[config.mk]
export PLATFORM = sky130hd
export DESIGN_NAME = vrm_ctrl
export DESIGN_NICKNAME = d
export VERILOG_FILES = /design/src/sv/vrm_pkg.sv /design/src/sv/vrm_ctrl.sv
export SDC_FILE = /design/constraint.sdc
export NUM_CORES = 1
export LEC_CHECK = 0
export BUFFER_PORTS_ARGS = -buffer_cell sky130_fd_sc_hd__buf_4
export CORE_AREA = 2 2 39 41
export DETAILED_ROUTE_END_ITERATION = 16
export DIE_AREA = 0 0 41 43
export GPL_ROUTABILITY_DRIVEN = 0
export REMOVE_ABC_BUFFERS = 1
export SLEW_MARGIN = 30
export SYNTH_ARGS = -nofsm -noshare
export SYNTH_HDL_FRONTEND = slang
export SYNTH_SLANG_ARGS = --single-unit
[constraint.sdc]
create_clock -name clk -period 2 [get_ports clk]
set_clock_uncertainty 0.05 [all_clocks]
set_input_delay 0.2 -clock clk [delete_from_list [all_inputs] [get_ports clk]]
set_output_delay 0.2 -clock clk [all_outputs]
set_load 0.005 [all_outputs]
[src/sv/vrm_pkg.sv]
`timescale 1ns / 1ps
// vrm_pkg: shared widths, register indexes, reset values and structs
// for the windowed rms / mean voltmeter; no dependencies
package vrm_pkg;

	localparam int SAMPLE_BITS_DEF     = 12;
	localparam int MAX_WINDOW_LOG2_DEF = 8;

	localparam int SUM_W  = 40;
	localparam int FS_W   = 13;
	localparam int OFS_W  = 8;
	localparam int WLOG_W = 4;
	localparam int MV_W   = FS_W + 1;
	localparam int READ_W = 13;
	localparam int ROOT_W = SUM_W / 2;
	localparam int REM_W  = ROOT_W + 3;

	localparam int CFG_IDX_W  = 3;
	localparam int CFG_DATA_W = FS_W;

	// register indexes
	localparam logic [CFG_IDX_W-1:0] CFG_MODE_RMS    = 3'd0;
	localparam logic [CFG_IDX_W-1:0] CFG_WINDOW_LOG2 = 3'd1;
	localparam logic [CFG_IDX_W-1:0] CFG_MEAN_OFS    = 3'd2;
	localparam logic [CFG_IDX_W-1:0] CFG_RMS_OFS     = 3'd3;
	localparam logic [CFG_IDX_W-1:0] CFG_FULL_SCALE  = 3'd4;

	// reset values
	localparam logic              MODE_RMS_RST    = 1'b0;
	localparam logic [WLOG_W-1:0] WINDOW_LOG2_RST = 4'd6;
	localparam logic [OFS_W-1:0]  MEAN_OFS_RST    = 8'd90;
	localparam logic [OFS_W-1:0]  RMS_OFS_RST     = 8'd100;
	localparam logic [FS_W-1:0]   FULL_SCALE_RST  = 13'd3300;

	localparam logic [READ_W-1:0] READING_MAX = '1;

	typedef struct packed {
		logic              mode_rms;
		logic [WLOG_W-1:0] window_log2;
		logic [OFS_W-1:0]  mean_offset_mv;
		logic [OFS_W-1:0]  rms_offset_mv;
		logic [FS_W-1:0]   full_scale_mv;
	} cfg_t;

	// one strobe per sequencer step
	typedef struct packed {
		logic take;
		logic scale;
		logic square;
		logic acc;
		logic shift;
		logic mean_mul;
		logic root_step;
		logic finish;
	} ctrl_t;

	typedef struct packed {
		logic win_end;
		logic out_free;
	} stat_t;

endpackage

[src/sv/vrm_ctrl.sv]
`timescale 1ns / 1ps
// vrm_ctrl: sequencer stepping the shared datapath through one sample
// and the window-end reading; depends on vrm_pkg
module vrm_ctrl import vrm_pkg::*; (
	input  logic  clk,
	input  logic  arst_n,
	input  logic  in_valid,
	output logic  in_ready,
	input  logic  mode_rms,
	input  stat_t stat,
	output ctrl_t ctrl
);

	localparam int IT_W = $clog2(ROOT_W);

	localparam logic [2:0] ST_IDLE     = 3'd0;
	localparam logic [2:0] ST_SCALE    = 3'd1;
	localparam logic [2:0] ST_SQUARE   = 3'd2;
	localparam logic [2:0] ST_ACC      = 3'd3;
	localparam logic [2:0] ST_SHIFT    = 3'd4;
	localparam logic [2:0] ST_MEAN_MUL = 3'd5;
	localparam logic [2:0] ST_ROOT     = 3'd6;
	localparam logic [2:0] ST_FINISH   = 3'd7;

	logic [2:0]      state_q;
	logic [2:0]      state_d;
	logic [IT_W-1:0] it_q;

	assign in_ready = (state_q == ST_IDLE);

	assign ctrl.take      = (state_q == ST_IDLE) && in_valid;
	assign ctrl.scale     = (state_q == ST_SCALE);
	assign ctrl.square    = (state_q == ST_SQUARE);
	assign ctrl.acc       = (state_q == ST_ACC);
	assign ctrl.shift     = (state_q == ST_SHIFT);
	assign ctrl.mean_mul  = (state_q == ST_MEAN_MUL);
	assign ctrl.root_step = (state_q == ST_ROOT);
	assign ctrl.finish    = (state_q == ST_FINISH) && stat.out_free;

	always_comb begin
		state_d = state_q;
		case (state_q)
			ST_IDLE: begin
				if (in_valid)
					state_d = mode_rms ? ST_SCALE : ST_ACC;
			end
			ST_SCALE:    state_d = ST_SQUARE;
			ST_SQUARE:   state_d = ST_ACC;
			ST_ACC:      state_d = stat.win_end ? ST_SHIFT : ST_IDLE;
			ST_SHIFT:    state_d = mode_rms ? ST_ROOT : ST_MEAN_MUL;
			ST_MEAN_MUL: state_d = ST_FINISH;
			ST_ROOT: begin
				if (it_q == IT_W'(ROOT_W - 1))
					state_d = ST_FINISH;
			end
			ST_FINISH: begin
				if (stat.out_free)
					state_d = ST_IDLE;
			end
			default:     state_d = ST_IDLE;
		endcase
	end

	always_ff @(posedge clk or negedge arst_n) begin
		if (!arst_n) begin
			state_q <= ST_IDLE;
			it_q    <= '0;
		end else begin
			state_q <= state_d;
			if (ctrl.shift)
				it_q <= '0;
			else if (ctrl.root_step)
				it_q <= it_q + IT_W'(1);
		end
	end

`ifndef SYNTHESIS
	// a reading is only ever formed after a root pass or a mean scaling
	a_finish_entry: assert property (@(posedge clk) disable iff (!arst_n)
		(state_q == ST_FINISH) |-> ($past(state_q) == ST_ROOT ||
			$past(state_q) == ST_MEAN_MUL || $past(state_q) == ST_FINISH))
		else $error("finish entered from an unexpected step");
`endif

endmodule

==> impl_results.md <==
- Site Rows: 14
- Final period util: 81.5%
- DIE AREA: 1760 um^2
- Startpoint types: register
- Ports: 15
- Synth Register Bits: 8
- Routed vias: 457
- Slew Limit Fails: 0
- Synth top area share: 41.9%
- Port Buf Inserts: 14
- Rel. slew slack: 70.0%
- Core area: 1380 um^2
- Pwr dens: 1420 nW/um^2
- Final #Nets: 82
- Post-synth ARST share: 100%
- Synth cell types: 24
- Setup CP Type: register to output port
- TritonCTS clock tree: yes
- Worst hold slack: 169 ps
- Pre-Repair DR Iteration Count: 4
- RSZ-0062 raised after global routing: no
- Worst-path fanout max: 15
- CP arrival: 1380 ps
- Post-synth EDFFs: 0
- Final hold violations: 0
- Register area share after synthesis: 41.9%
- Leakage power: 0.304 nW
- Setup Viol. Count Final: 0
- Cell Area, Synth: 478 um^2
- Synth Flop Type: dfrtp_1
- Routed vias/inst: 5.13
- Status: completed
- CTS H-tree depth: 1
- Reg-to-Reg Start: state_q[2]
- Global-route wire length before repair: 1.77 mm
- FMAX: 0.614 GHz
- Initial antenna violation count: 0
- Hold_sp: stat[1]
- Die Y: 43 um
- Most frequent cells in the layout: buf_4, dfrtp_1, nand2_1
- Iter 0 DRT Violations: 8
- Worst skew pair latency: 250 ps
- Number of global-route vias before repair: 443
- Mean Syn Cell Area: 8.10 um^2
- Layout area overhead: 29.3%
- DRC: 0
- CP endpoint kind: output port
- Largest cells by area after synthesis: dfrtp_1, nand3_1, nand2_1
- Final ANT Viol Nets: 0
- Synth area leader: dfrtp_1
- Synth warnings: 0
- Routed WL: 1.02 mm
- Layout cells sized above 1: 23.3%
- Root Buffer: clkbuf_4
- Fin crit period: 1630 ps
- Routed wire length per instance: 11.5 um
- Num CTS Buffers: 3
- Remaining Overflow, GRT: 0
- Max-Cap Viols: 0
- Cells after Synth: 59
- Setup TNS: 0 ps
- Worst slew pin tran: 438 ps
- Initial Utilization: 34.5%
- HP Class: input port to register
- ANT cells: 0
- Most common cell after layout, fill and taps aside: buf_4
- Largest net degree at the start of global routing: 16
- All-Layer GR Usage: 14.7%
- Clock tree sinks: 8
- Clock transition at path regs: 50 ps
- Crit. Startpoint: state_q[2]
- Final HPWL DP: 763 um
- Die Span X: 41 um
- Post CTS Setup Buffer Count: 0
- Worst VDD drop: 0.481 mV
- Worst EP required: 1750 ps
- Clk buf depth: 2
[what timing repair did]
| action | in CTS | in global routing |
|---|---|---|
| resized for setup | 0 | 0 |
| hold endpoints to repair | 8 | 0 |
| hold buffers | 1 | 0 |
[cells by family (layout without fill, tap and decap cells)]
logic type | count (synthesis) | after routing | synth area share [%]
compound gates | 11 | 11 | 14.9
fa+ha+maj | 1 | 1 | 2.62
buf+inv | 8 | 22 | 6.81
flops | 8 | 8 | 41.9
mux | 1 | 1 | 2.09
simple gates | 30 | 30 | 31.7
[layer usage]
layer  vias up  wire, um  global-route usage, %  part of all wire, %
li1        234         -                      -                    -
met1       205       518                   19.9                   51
met2        16       429                   20.0                   42
met3         2        54                   3.14                  5.3
met4         0        20                   10.0                  2.0
met5         -         0                      0                    0
[sequential cells by signal (all words and copies together) (netlist names)]
signal	cells
it_q	5
state_q	3
[synthesized netlist by cell type, drive strengths merged (2+ instances only)]
master,n
nand3b,2
buf,2
dfrtp,8
nand3,6
nor3,2
a31oi,2
o21ai,3
nand2,7
or4,2
inv,4
clkbuf,2
a21oi,2
nor2,6
[power breakdown]
| part | internal [mW] | total, mW | switching (mW) | leakage, nW |
|---|---|---|---|---|
| Sequential | 0.234 | 0.374 | 0.140 | 0.0893 |
| Combinational | 0.200 | 0.378 | 0.177 | 0.201 |
| Clock | 0.0687 | 0.124 | 0.0553 | 0.0138 |
| Total | 0.503 | 0.876 | 0.373 | 0.304 |
[critical path: stages (launching register included)]
cell,delay [ps]
dfrtp_1,600
nand2b_1,270
nor2_1,150
buf_4,120
[stage by stage]
step                power (mW)  cells  cell area, um^2  utilization, %  worst slack [ps]
floorplan                0.585     55              460               -               609
global placement         0.747     85              586            42.3               486
detailed placement       0.755     85              586            42.3               434
CTS                      0.884     89              618            44.7               375
global route             0.961     89              618            44.7               225
finish                   0.876     89              618            44.7               370
[cell type report]
type                    instances  area (um^2)
multi-input cells              43          245
inverters                       4         15.0
flip-flops and latches          8          200
clock buffers                   3         22.5
well taps                      16         20.0
fillers                       142          766
repair buffers                 15          115
[worst paths after layout]
path | end | slack [ps] | cells past startpoint
max in group asynchronous | it_q[1] | 1520 | 2
min reg2reg | it_q[1] | 470 | 2
min in group asynchronous | it_q[3] | 250 | 2
max reg2reg | it_q[4] | 430 | 3
max | ctrl[3] | 370 | 3
min | state_q[2] | 170 | 3
Power figures use the tool's default switching activity.
