===== config.mk =====
export PLATFORM = sky130hd
export DESIGN_NAME = vrm_datapath
export DESIGN_NICKNAME = d
export VERILOG_FILES = /design/src/sv/vrm_pkg.sv /design/src/sv/vrm_datapath.sv
export SDC_FILE = /design/constraint.sdc
export NUM_CORES = 1
export LEC_CHECK = 0
export BUFFER_PORTS_ARGS = -buffer_cell sky130_fd_sc_hd__buf_2
export CAP_MARGIN = 20
export CORE_ASPECT_RATIO = 1.1
export CORE_MARGIN = 1.5
export CORE_UTILIZATION = 57
export DETAILED_ROUTE_END_ITERATION = 6
export PLACE_DENSITY_LB_ADDON = 0.08
export REMOVE_ABC_BUFFERS = 1
export SLEW_MARGIN = 0
export SYNTH_ARGS = -nofsm -noshare
export SYNTH_HDL_FRONTEND = slang
export SYNTH_SLANG_ARGS = --single-unit

===== constraint.sdc =====
create_clock -name clk -period 9.3 [get_ports clk]
set_input_delay 0.93 -clock clk [delete_from_list [all_inputs] [get_ports clk]]
set_output_delay 0.93 -clock clk [all_outputs]
set_load 0.03 [all_outputs]

===== src/sv/vrm_pkg.sv =====
`timescale 1ns / 1ps
// vrm_pkg: shared widths, register indexes, reset values and structs
// for the windowed rms / mean voltmeter; no dependencies
package vrm_pkg;

	localparam int SAMPLE_BITS_DEF     = 12;
	localparam int MAX_WINDOW_LOG2_DEF = 8;

	localparam int SUM_W  = 40;
	localparam int FS_W   = 13;
	localparam int OFS_W  = 8;
	localparam int WLOG_W = 4;
	localparam int MV_W   = FS_W + 1;
	localparam int READ_W = 13;
	localparam int ROOT_W = SUM_W / 2;
	localparam int REM_W  = ROOT_W + 3;

	localparam int CFG_IDX_W  = 3;
	localparam int CFG_DATA_W = FS_W;

	// register indexes
	localparam logic [CFG_IDX_W-1:0] CFG_MODE_RMS    = 3'd0;
	localparam logic [CFG_IDX_W-1:0] CFG_WINDOW_LOG2 = 3'd1;
	localparam logic [CFG_IDX_W-1:0] CFG_MEAN_OFS    = 3'd2;
	localparam logic [CFG_IDX_W-1:0] CFG_RMS_OFS     = 3'd3;
	localparam logic [CFG_IDX_W-1:0] CFG_FULL_SCALE  = 3'd4;

	// reset values
	localparam logic              MODE_RMS_RST    = 1'b0;
	localparam logic [WLOG_W-1:0] WINDOW_LOG2_RST = 4'd6;
	localparam logic [OFS_W-1:0]  MEAN_OFS_RST    = 8'd90;
	localparam logic [OFS_W-1:0]  RMS_OFS_RST     = 8'd100;
	localparam logic [FS_W-1:0]   FULL_SCALE_RST  = 13'd3300;

	localparam logic [READ_W-1:0] READING_MAX = '1;

	typedef struct packed {
		logic              mode_rms;
		logic [WLOG_W-1:0] window_log2;
		logic [OFS_W-1:0]  mean_offset_mv;
		logic [OFS_W-1:0]  rms_offset_mv;
		logic [FS_W-1:0]   full_scale_mv;
	} cfg_t;

	// one strobe per sequencer step
	typedef struct packed {
		logic take;
		logic scale;
		logic square;
		logic acc;
		logic shift;
		logic mean_mul;
		logic root_step;
		logic finish;
	} ctrl_t;

	typedef struct packed {
		logic win_end;
		logic out_free;
	} stat_t;

endpackage


===== src/sv/vrm_datapath.sv =====
`timescale 1ns / 1ps
// vrm_datapath: shared multiplier, window accumulator, digit-serial square root
// and output register; depends on vrm_pkg, driven by vrm_ctrl
module vrm_datapath import vrm_pkg::*; #(
	parameter int SAMPLE_BITS     = SAMPLE_BITS_DEF,
	parameter int MAX_WINDOW_LOG2 = MAX_WINDOW_LOG2_DEF
) (
	input  logic                   clk,
	input  logic                   arst_n,
	input  cfg_t                   cfg,
	input  logic                   win_clr,
	input  ctrl_t                  ctrl,
	output stat_t                  stat,
	input  logic [SAMPLE_BITS-1:0] sample_code,
	output logic                   out_valid,
	input  logic                   out_ready,
	output logic [READ_W-1:0]      reading_mv,
	output logic                   reading_is_rms
);

	localparam int KW     = $clog2(MAX_WINDOW_LOG2 + 1);
	localparam int CNT_W  = MAX_WINDOW_LOG2 + 1;
	localparam int MA_W   = (SAMPLE_BITS > MV_W) ? SAMPLE_BITS : MV_W;
	localparam int PROD_W = MA_W + MV_W;

	logic [SAMPLE_BITS-1:0] code_q;
	logic [PROD_W-1:0]      prod_q;
	logic [SUM_W-1:0]       sum_q;
	logic [CNT_W-1:0]       cnt_q;
	logic [SUM_W-1:0]       rad_q;
	logic [ROOT_W-1:0]      root_q;
	logic [REM_W-1:0]       rem_q;
	logic                   out_valid_q;
	logic [READ_W-1:0]      reading_q;
	logic                   is_rms_q;

	logic [KW-1:0]     k_eff;
	logic [CNT_W-1:0]  win_size;
	logic [CNT_W-1:0]  cnt_nxt;
	logic [MA_W-1:0]   mul_a;
	logic [MV_W-1:0]   mul_b;
	logic [PROD_W-1:0] prod_d;
	logic [PROD_W-1:0] prod_shr;
	logic [MV_W-1:0]   mv_rms;
	logic [MV_W-1:0]   mv_mean;
	logic [SUM_W-1:0]  addend;
	logic [REM_W-1:0]  rem_in;
	logic [REM_W-1:0]  trial;
	logic              digit;
	logic [READ_W-1:0] root_sat;
	logic [READ_W-1:0] mean_sat;

	// window length, clamped
	assign k_eff = (cfg.window_log2 > WLOG_W'(MAX_WINDOW_LOG2)) ?
		KW'(MAX_WINDOW_LOG2) : cfg.window_log2[KW-1:0];
	assign win_size = CNT_W'(1) << k_eff;
	assign cnt_nxt  = cnt_q + CNT_W'(1);

	// scaled value from the last product: (x * full_scale) >> sample bits
	assign prod_shr = prod_q >> SAMPLE_BITS;
	assign mv_rms   = MV_W'(prod_shr[FS_W-1:0]) + MV_W'(cfg.rms_offset_mv);
	assign mv_mean  = MV_W'(prod_shr[FS_W-1:0]) + MV_W'(cfg.mean_offset_mv);

	// shared multiplier operand select
	always_comb begin
		if (ctrl.square) begin
			mul_a = MA_W'(mv_rms);
			mul_b = mv_rms;
		end else if (ctrl.mean_mul) begin
			mul_a = MA_W'(rad_q[SAMPLE_BITS-1:0]);
			mul_b = MV_W'(cfg.full_scale_mv);
		end else begin
			mul_a = MA_W'(code_q);
			mul_b = MV_W'(cfg.full_scale_mv);
		end
	end
	assign prod_d = PROD_W'(mul_a) * PROD_W'(mul_b);

	assign addend = cfg.mode_rms ? SUM_W'(prod_q) : SUM_W'(code_q);

	// one root digit per step
	assign rem_in = {rem_q[REM_W-3:0], rad_q[SUM_W-1 -: 2]};
	assign trial  = REM_W'({root_q, 2'b01});
	assign digit  = (rem_in >= trial);

	assign root_sat = (root_q > ROOT_W'(READING_MAX)) ? READING_MAX : root_q[READ_W-1:0];
	assign mean_sat = (mv_mean > MV_W'(READING_MAX)) ? READING_MAX : mv_mean[READ_W-1:0];

	always_ff @(posedge clk) begin
		if (ctrl.take)
			code_q <= sample_code;
		if (ctrl.scale || ctrl.square || ctrl.mean_mul)
			prod_q <= prod_d;
		if (ctrl.shift) begin
			rad_q  <= sum_q >> k_eff;
			root_q <= '0;
			rem_q  <= '0;
		end else if (ctrl.root_step) begin
			rad_q  <= rad_q << 2;
			root_q <= {root_q[ROOT_W-2:0], digit};
			rem_q  <= digit ? (rem_in - trial) : rem_in;
		end
		if (ctrl.finish) begin
			reading_q <= cfg.mode_rms ? root_sat : mean_sat;
			is_rms_q  <= cfg.mode_rms;
		end
	end

	always_ff @(posedge clk or negedge arst_n) begin
		if (!arst_n) begin
			sum_q       <= '0;
			cnt_q       <= '0;
			out_valid_q <= 1'b0;
		end else begin
			if (win_clr) begin
				sum_q <= '0;
				cnt_q <= '0;
			end else if (ctrl.acc) begin
				sum_q <= sum_q + addend;
				cnt_q <= stat.win_end ? '0 : cnt_nxt;
			end else if (ctrl.shift) begin
				sum_q <= '0;
			end
			if (ctrl.finish)
				out_valid_q <= 1'b1;
			else if (out_ready)
				out_valid_q <= 1'b0;
		end
	end

	assign stat.win_end  = (cnt_nxt == win_size);
	assign stat.out_free = !out_valid_q || out_ready;

	assign out_valid      = out_valid_q;
	assign reading_mv     = reading_q;
	assign reading_is_rms = is_rms_q;

`ifndef SYNTHESIS
	// a waiting reading is never overwritten
	a_no_overwrite: assert property (@(posedge clk) disable iff (!arst_n)
		ctrl.finish |-> (!out_valid_q || out_ready))
		else $error("reading loaded while previous one still pending");

	// the sample count stays inside the window
	a_cnt_bound: assert property (@(posedge clk) disable iff (!arst_n)
		cnt_q < win_size)
		else $error("sample count reached window size");
`endif

endmodule


==> impl_summary.md, run 1 <==
Critical path
The endpoint required time on the critical path is 9.50 ns. The worst setup path category is register to register. The data arrival time of the critical path is just under 9 ns.

The worst setup path is launched from a register. The setup slack on the worst flop-to-flop path is 0.65 ns. In this design, the critical path's most frequently occurring cell is fa_1. The delay contributed by the slowest stage of the critical path is 0.59 ns. STA classifies the critical path endpoint as a register. The slowest stage of the critical path belongs to the cell edfxtp_1. In this run the worst path has a maximum fanout of 5.

STA
The setup slack of the critical path after layout is roughly 0.65 ns. The transition time of the tightest slew-check pin is 1.114 ns. The final-report max-slew violation count was 0.

Between clock sinks in the finished design, the worst skew comes to 0.01131 ns. The hold violation total from the final report is 0. Dividing the final minimum period by the clock period gives 0.9304. Setup repair after global routing left no endpoint under its margin. The minimum period implied by the final worst setup slack is 8.652 ns.

Headroom to the max-slew limit came out at 0.2574. The setup TNS after final layout is 0 ns. The highest achievable clock rate is 0.1156 GHz. Setup violations remaining at the end of the flow were counted as 0.

Clocking
The hold buffer count at cts is 0. The number of post-CTS setup repair buffers is 0. After clock tree synthesis, the repair step resized 0 gates.

The number of buffers between clock root and the deepest sink is 2. After clock tree synthesis, the clock-pin slew on the worst setup and hold paths is 0.08 ns. The number of CTS-inserted buffers is 17. In this run the clock root is driven by a clkbuf_16. The clock sink count is 185.

The number of H-tree levels is 4. The clock insertion delay at the later pin of the skew report is 0.45 ns. The CTS tree is yes.

Synth
Synthesis handed over a netlist of 2132 instances. The synthesized netlist occupies a cell area of a little under 0.02 mm². Averaged over all synthesized cells, the footprint is a little over 9 µm². The area share of the largest cell type after synthesis is 0.1490. By count the netlist is led by 237 x inv_1, 230 x nand2_1, 159 x ha_1. Yosys instantiated no cell more often than inv_1. The synthesized design spends more area on one cell type than any other, namely fa_1. The sequential cell area fraction in the yosys report is 0.2530. The predominant post-synthesis flop cell is edfxtp_1.

In this run, distinct cell masters in the synthesized netlist total between 80 and 90. Yosys attributes the largest share of cell area to fa_1 15%, edfxtp_1 15%, ha_1 10%. The async set-reset flop share out of synthesis is 0.2703. The number of synthesized flops with an enable pin is between 90 and 100. The number of warning messages in the yosys log is 0. The post-synthesis sequential element count is 185.

Detailed routing
The residual DRC count is 0. The detail route stage leaves a number of antenna-violating nets equal to 0. Dividing the detail-routed via count by the number of cells gives 5.951. The total routed wirelength is 51060 µm. Summing over every cut layer, the via total after detailed routing is between 15000 and 20000. The first TritonRoute pass finished after 5 iterations. For this block, the initial DRC count from the detailed router was 1056. In the final routed layout, each cell accounts on average for a little under 20 µm.

Cells and area
The number of antenna diodes in the final layout is 0. The fill cell instance count of the final layout is around 2900. The signed area change from the synthesized netlist to the final layout is 7.365%.

Of the cells placed in the final design, the portion with a size suffix greater than 1 is 0.1033. For this run, the post-layout net count is 2526.

Global routing
For this run the aggregate overflow at the end of global routing stands at 0. The initial antenna violation count is 1. The maximum number of pins on one net before global-route repair is 74.

The first-pass GRT wire length is 81620 µm. The number of global-route vias before repair is 15590. In the global route stage, overall resource usage came out at 0.3007.

Place
The routability congestion estimate is approximately 1. The total half-perimeter wirelength after legalization and detailed placement is 40610 µm. Timing analysis after detailed placement gives a worst setup slack of 0.3855 ns. In this run the tool buffered the top-level ports with 74 buffer cells.

Floorplan
For this configuration, the core starts out at a cell density of 0.5799. The die covers 0.03506 mm². Measured along the x axis, the die boundary spans ~180 µm. The vertical die dimension is 196.2 µm. The core region is 0.03337 mm². During I/O placement, the number of pins put on the boundary was 75.

In this run the core area contains 70 standard-cell rows.

Run
The max-capacitance violation count is 0.

Outcome
The run finished with clean final reports.

Min path
The type of the worst min-delay path is register to register.
final timing paths:
path | start | endpoint | cells after the start
max | prod_q[13]$_DFFE_PP_ | prod_q[27]$_DFFE_PP_ | 29
min | rem_q[13]$_SDFFE_PP0P_ | rem_q[13]$_SDFFE_PP0P_ | 2
max reg2reg | prod_q[13]$_DFFE_PP_ | prod_q[27]$_DFFE_PP_ | 29
min reg2reg | rem_q[13]$_SDFFE_PP0P_ | rem_q[13]$_SDFFE_PP0P_ | 2
max in group asynchronous | arst_n | sum_q[24]$_DFFE_PN0P_ | 2
min in group asynchronous | arst_n | sum_q[2]$_DFFE_PN0P_ | 2
per-stage QoR:
step           hold WS, ns  std cells  area [µm²]  utilization
6_report            0.4855       2610       20770       0.6226
2_1_floorplan       0.4400       2037       18960            -
4_1_cts             0.4928       2609       20750       0.6220
3_3_place_gp        0.4716       2576       20140       0.6037
5_1_grt             0.5125       2610       20770       0.6226
3_5_place_dp        0.4825       2577       20150       0.6038
registers in the layout (all words and copies together), names as in the netlist:
name and count:
rem_q 21, prod_q 28, rad_q 40, cnt_q 9, reading_mv 13, sum_q 40
reading_is_rms 1, out_valid 1, root_q 20, code_q 12
cell usage in the layout (no fill, tap or decap), types with 10 or more instances in the layout:
master | netlist | routed
nand2_1 | 230 | 230
nor2b_1 | 24 | 23
buf_4 | 4 | 33
o22ai_1 | 11 | 11
o21a_1 | 14 | 14
dfrtp_1 | 50 | 50
or3_1 | 17 | 17
xnor2_1 | 53 | 53
nand4_1 | 11 | 11
o21ai_1 | 13 | 14
o21bai_1 | 13 | 13
ha_1 | 159 | 159
a21o_1 | 47 | 47
a311oi_1 | 13 | 13
o21ai_0 | 116 | 115
inv_1 | 237 | 236
dfxtp_1 | 41 | 41
o31ai_1 | 13 | 13
mux2i_1 | 120 | 120
nor2_1 | 148 | 147
buf_2 | 11 | 75
and3_1 | 20 | 20
mux2_2 | 44 | 44
fa_1 | 144 | 144
nand2b_1 | 21 | 19
edfxtp_1 | 94 | 94
a31oi_1 | 13 | 12
o211ai_1 | 10 | 10
a21oi_1 | 93 | 93
o22a_1 | 12 | 12
xor2_1 | 32 | 32
and2_1 | 36 | 36
nand3_1 | 45 | 45
a211oi_1 | 16 | 15
clkbuf_16 | 0 | 17
nor3_1 | 21 | 21
worst max-delay path: cells and delay by family, from the launching register on:
family | cells | cell delay, ns
DFF | 1 | 0.59
buffers and inverters | 4 | 0.51
adders and majority gates | 8 | 3.80
and+or+nand+nor | 5 | 0.99
AOI/OAI and AO/OA | 12 | 2.52
kinds of logic after synthesis:
kind of cell               after synthesis  share of synthesized area
AOI/OAI and AO/OA                      459                     0.1583
DFF                                    185                     0.2530
xor gates and xnor gates                85                    0.03847
and+or+nand+nor                        596                     0.1411
other                                    2                  0.0003881
adders and majority gates              304                     0.2523
muxes                                  166                    0.09001
buffers and inverters                  335                    0.06647
layer usage:
metal | global-route usage | share of wire
met1 | 0.3679 | 0.41
met2 | 0.5299 | 0.51
met3 | 0.04012 | 0.040
met4 | 0.1228 | 0.040
met5 | 0 | 0.00024
final cells by class:
class,instances,area [µm²],share of cell area
inverters,238,893.4,0.04300
flip-flops and latches,185,4895,0.2356
clock inverters,15,180.2,0.008673
well taps,432,540.5,0.02602
repair buffers,109,643.1,0.03096
clock buffers,17,425.4,0.02048
multi-input cells,1614,13200,0.6353
Power of run 1 is not shown: default switching activity piles up to over one toggle a cycle in this logic, so the estimate is an artifact.
==> inputs of run 2 (changes only) <==
--- a/config.mk
+++ b/config.mk
@@ -7,8 +7,7 @@
 export LEC_CHECK = 0
 export BUFFER_PORTS_ARGS = -buffer_cell sky130_fd_sc_hd__buf_2
 export CAP_MARGIN = 20
-export CORE_ASPECT_RATIO = 1.1
-export CORE_MARGIN = 1.5
+export CORE_ASPECT_RATIO = 1.5
 export CORE_UTILIZATION = 57
 export DETAILED_ROUTE_END_ITERATION = 6
 export PLACE_DENSITY_LB_ADDON = 0.08
==> impl_summary.md, run 2 (synthesized netlist as in run 1, its figures left out) <==
Critical path
The largest single stage delay on the critical path is 0.57 ns. The setup check on the worst reg-to-reg path leaves a slack of approximately 0.59 ns. For the worst setup path, the data required time is approximately 9.5 ns. The startpoint identified for the worst register-to-register timing path is prod_q[13]$_DFFE_PP_. The worst setup path category is register to register. The critical path startpoint is prod_q[13]$_DFFE_PP_. In this run the worst path has a maximum fanout of 5. Following the worst setup path forward leads to its endpoint at prod_q[27]$_DFFE_PP_. The most repeated library cell on the critical path is fa_1. The standard cell with the maximum stage delay on the critical path is edfxtp_1. The terminus of the critical flop-to-flop path is prod_q[27]$_DFFE_PP_. The length in cells of the worst reg-to-reg path is 28. The kind of end point of the critical path is a register. The data arrival time of the critical path is between 8 and 9 ns. STA classifies the critical path startpoint as a register.

Global routing
The number of global-route vias before repair is 15920. The initial antenna violation count is 0. The overall track demand over capacity in global routing is 0.3175. The first-pass GRT wire length is approximately 84000 µm. The maximum number of pins on one net before global-route repair is 74. After global routing the overflow that remains totals 0.

Cells and area
The library cells used most frequently in the layout, excluding fill and tap cells, are 236 x inv_1, 230 x nand2_1, 159 x ha_1, 147 x nor2_1, 144 x fa_1. Excluding fillers, the count of instances in the completed layout stands at 2606. The final layout contains 2534 nets. With fillers left out, the area of the finished cells amounts to 0.02080 mm². The signed area change from the synthesized netlist to the final layout is 7.508%. The largest registers in the layout are rad_q x40, sum_q x40, prod_q x28.

The share of cells above drive strength 1 is 0.1066. The fill cell instance count of the final layout is between 2000 and 3000. Leaving out fill and tap cells, the most frequent cell in the layout is inv_1. The total inserted antenna cells is 0.

Clocking
Clock-pin slew was measured on the worst setup and hold paths at about 0.080 ns. The number of CTS-inserted buffers is 17. The clock sink count is 185. The number of H-tree levels is 4. The clock insertion delay at the later pin of the skew report is 0.46 ns. The clock passes through at most 2 buffers. The cell sitting at the root of the clock tree is a clkbuf_16. In this run, post-CTS hold repair placed 0 buffers. The post-cts sizing count is 0.

The number of post-CTS setup repair buffers is 0. TritonCTS built the clock tree.

Floorplan
The die boundary width is 152.4 µm. The region available for standard cell placement spans 0.03345 mm². The count of pins on the block boundary is 75. The initial utilization of the core area, before any placement, comes to 0.5785. The die outline area is between 0.03 and 0.04 mm².

The number of rows in the core area is 82. The die is ~230 µm tall.

Detailed routing
The DRC violation total after the first TritonRoute iteration is 804. Dividing the detail-routed wire length by the instance count gives 20.71 µm. The via density per instance is roughly 6.

After detailed routing, the total wire length is 53980 µm. Once detail routing completed, the nets flagged for antenna violations numbered 0. The number of optimization iterations in the first detailed-route pass is 7. Detailed routing inserted a total of between 15000 and 20000 vias.

After detailed routing, the number of remaining DRC violations is 0.

STA
The setup TNS after final layout is 0 ns. The transition time of the tightest slew-check pin is 1.032 ns. The smallest clock period supported by the final layout is computed as 8.712 ns.

Setup repair after global routing left no endpoint under its margin. Dividing the final minimum period by the clock period gives 0.9367. The hold violation total from the final report is 0. The final hold slack is a little under 0.5 ns. The final-report max-slew violation count is 0. The final number of setup-violating endpoints is 0.

The highest achievable clock rate is 0.1148 GHz. Measured against its own limit, the worst slew margin works out to 0.3058. The clock skew is 0.01008 ns.

Place
In this run the cell area measured after placement is 0.02019 mm². Detailed placement ended at an HPWL of 43060 µm. Including well taps, the total number of placed cells is 2572. At the end of routability-driven placement, the weighted congestion stood at 0.9841. The number of port buffers is 74.

Min path
In this run the worst hold path is classified as register to register.

Outcome
The flow ran to the end, and the final reports show no timing, DRC or antenna violations.

Run
Max-cap violations in this run came to 0.
-- run 2: metal layers --
layer	routed length, µm	vias up	track usage
met3	1443	150	0.03091
met4	2900	0	0.1740
li1	-	7442	-
met1	20690	7640	0.3416
met5	0	-	0
met2	28950	404	0.6123
-- run 2: final cells by class --
cell class                 count  area, µm²  share of cell area
clock buffer                  17      425.4             0.02045
clock inverter                15      150.1            0.007218
inverter                     238      893.4             0.04294
multi-input combinational   1614      13200              0.6344
sequential                   185       4895              0.2353
tap                          420      525.5             0.02526
timing repair buffer         117      715.7             0.03440
-- run 2: critical path, delay by kind of cell (launching register included) --
kind,cells,cell delay (ns)
AND/OR/NAND/NOR,5,0.95
AO/OA/AOI/OAI,11,2.51
buffers and inverters,4,0.37
adder cells (fa/ha/maj),8,4.04
flip-flops,1,0.57
-- run 2: per-stage QoR --
step / util / setup slack, ns
after floorplan: - / 1.003
after global placement: 0.6034 / 0.4780
after detailed placement: 0.6035 / 0.2755
after CTS: 0.6208 / 0.6649
after global routing: 0.6220 / 0.2122
final: 0.6220 / 0.5883
-- run 2: worst min-delay path by stage --
stage,startpoint,slack [ns],cells after the start,end
finish,rem_q[19]$_SDFFE_PP0P_,0.48,2,rem_q[19]$_SDFFE_PP0P_
global route,rem_q[19]$_SDFFE_PP0P_,0.50,2,rem_q[19]$_SDFFE_PP0P_
CTS,rem_q[19]$_SDFFE_PP0P_,0.48,2,rem_q[19]$_SDFFE_PP0P_
detailed placement,rem_q[19]$_SDFFE_PP0P_,0.46,2,rem_q[19]$_SDFFE_PP0P_
global placement,rem_q[19]$_SDFFE_PP0P_,0.47,2,rem_q[19]$_SDFFE_PP0P_
floorplan,rem_q[19]$_SDFFE_PP0P_,0.44,2,rem_q[19]$_SDFFE_PP0P_
Power of run 2 is left out for the same reason.
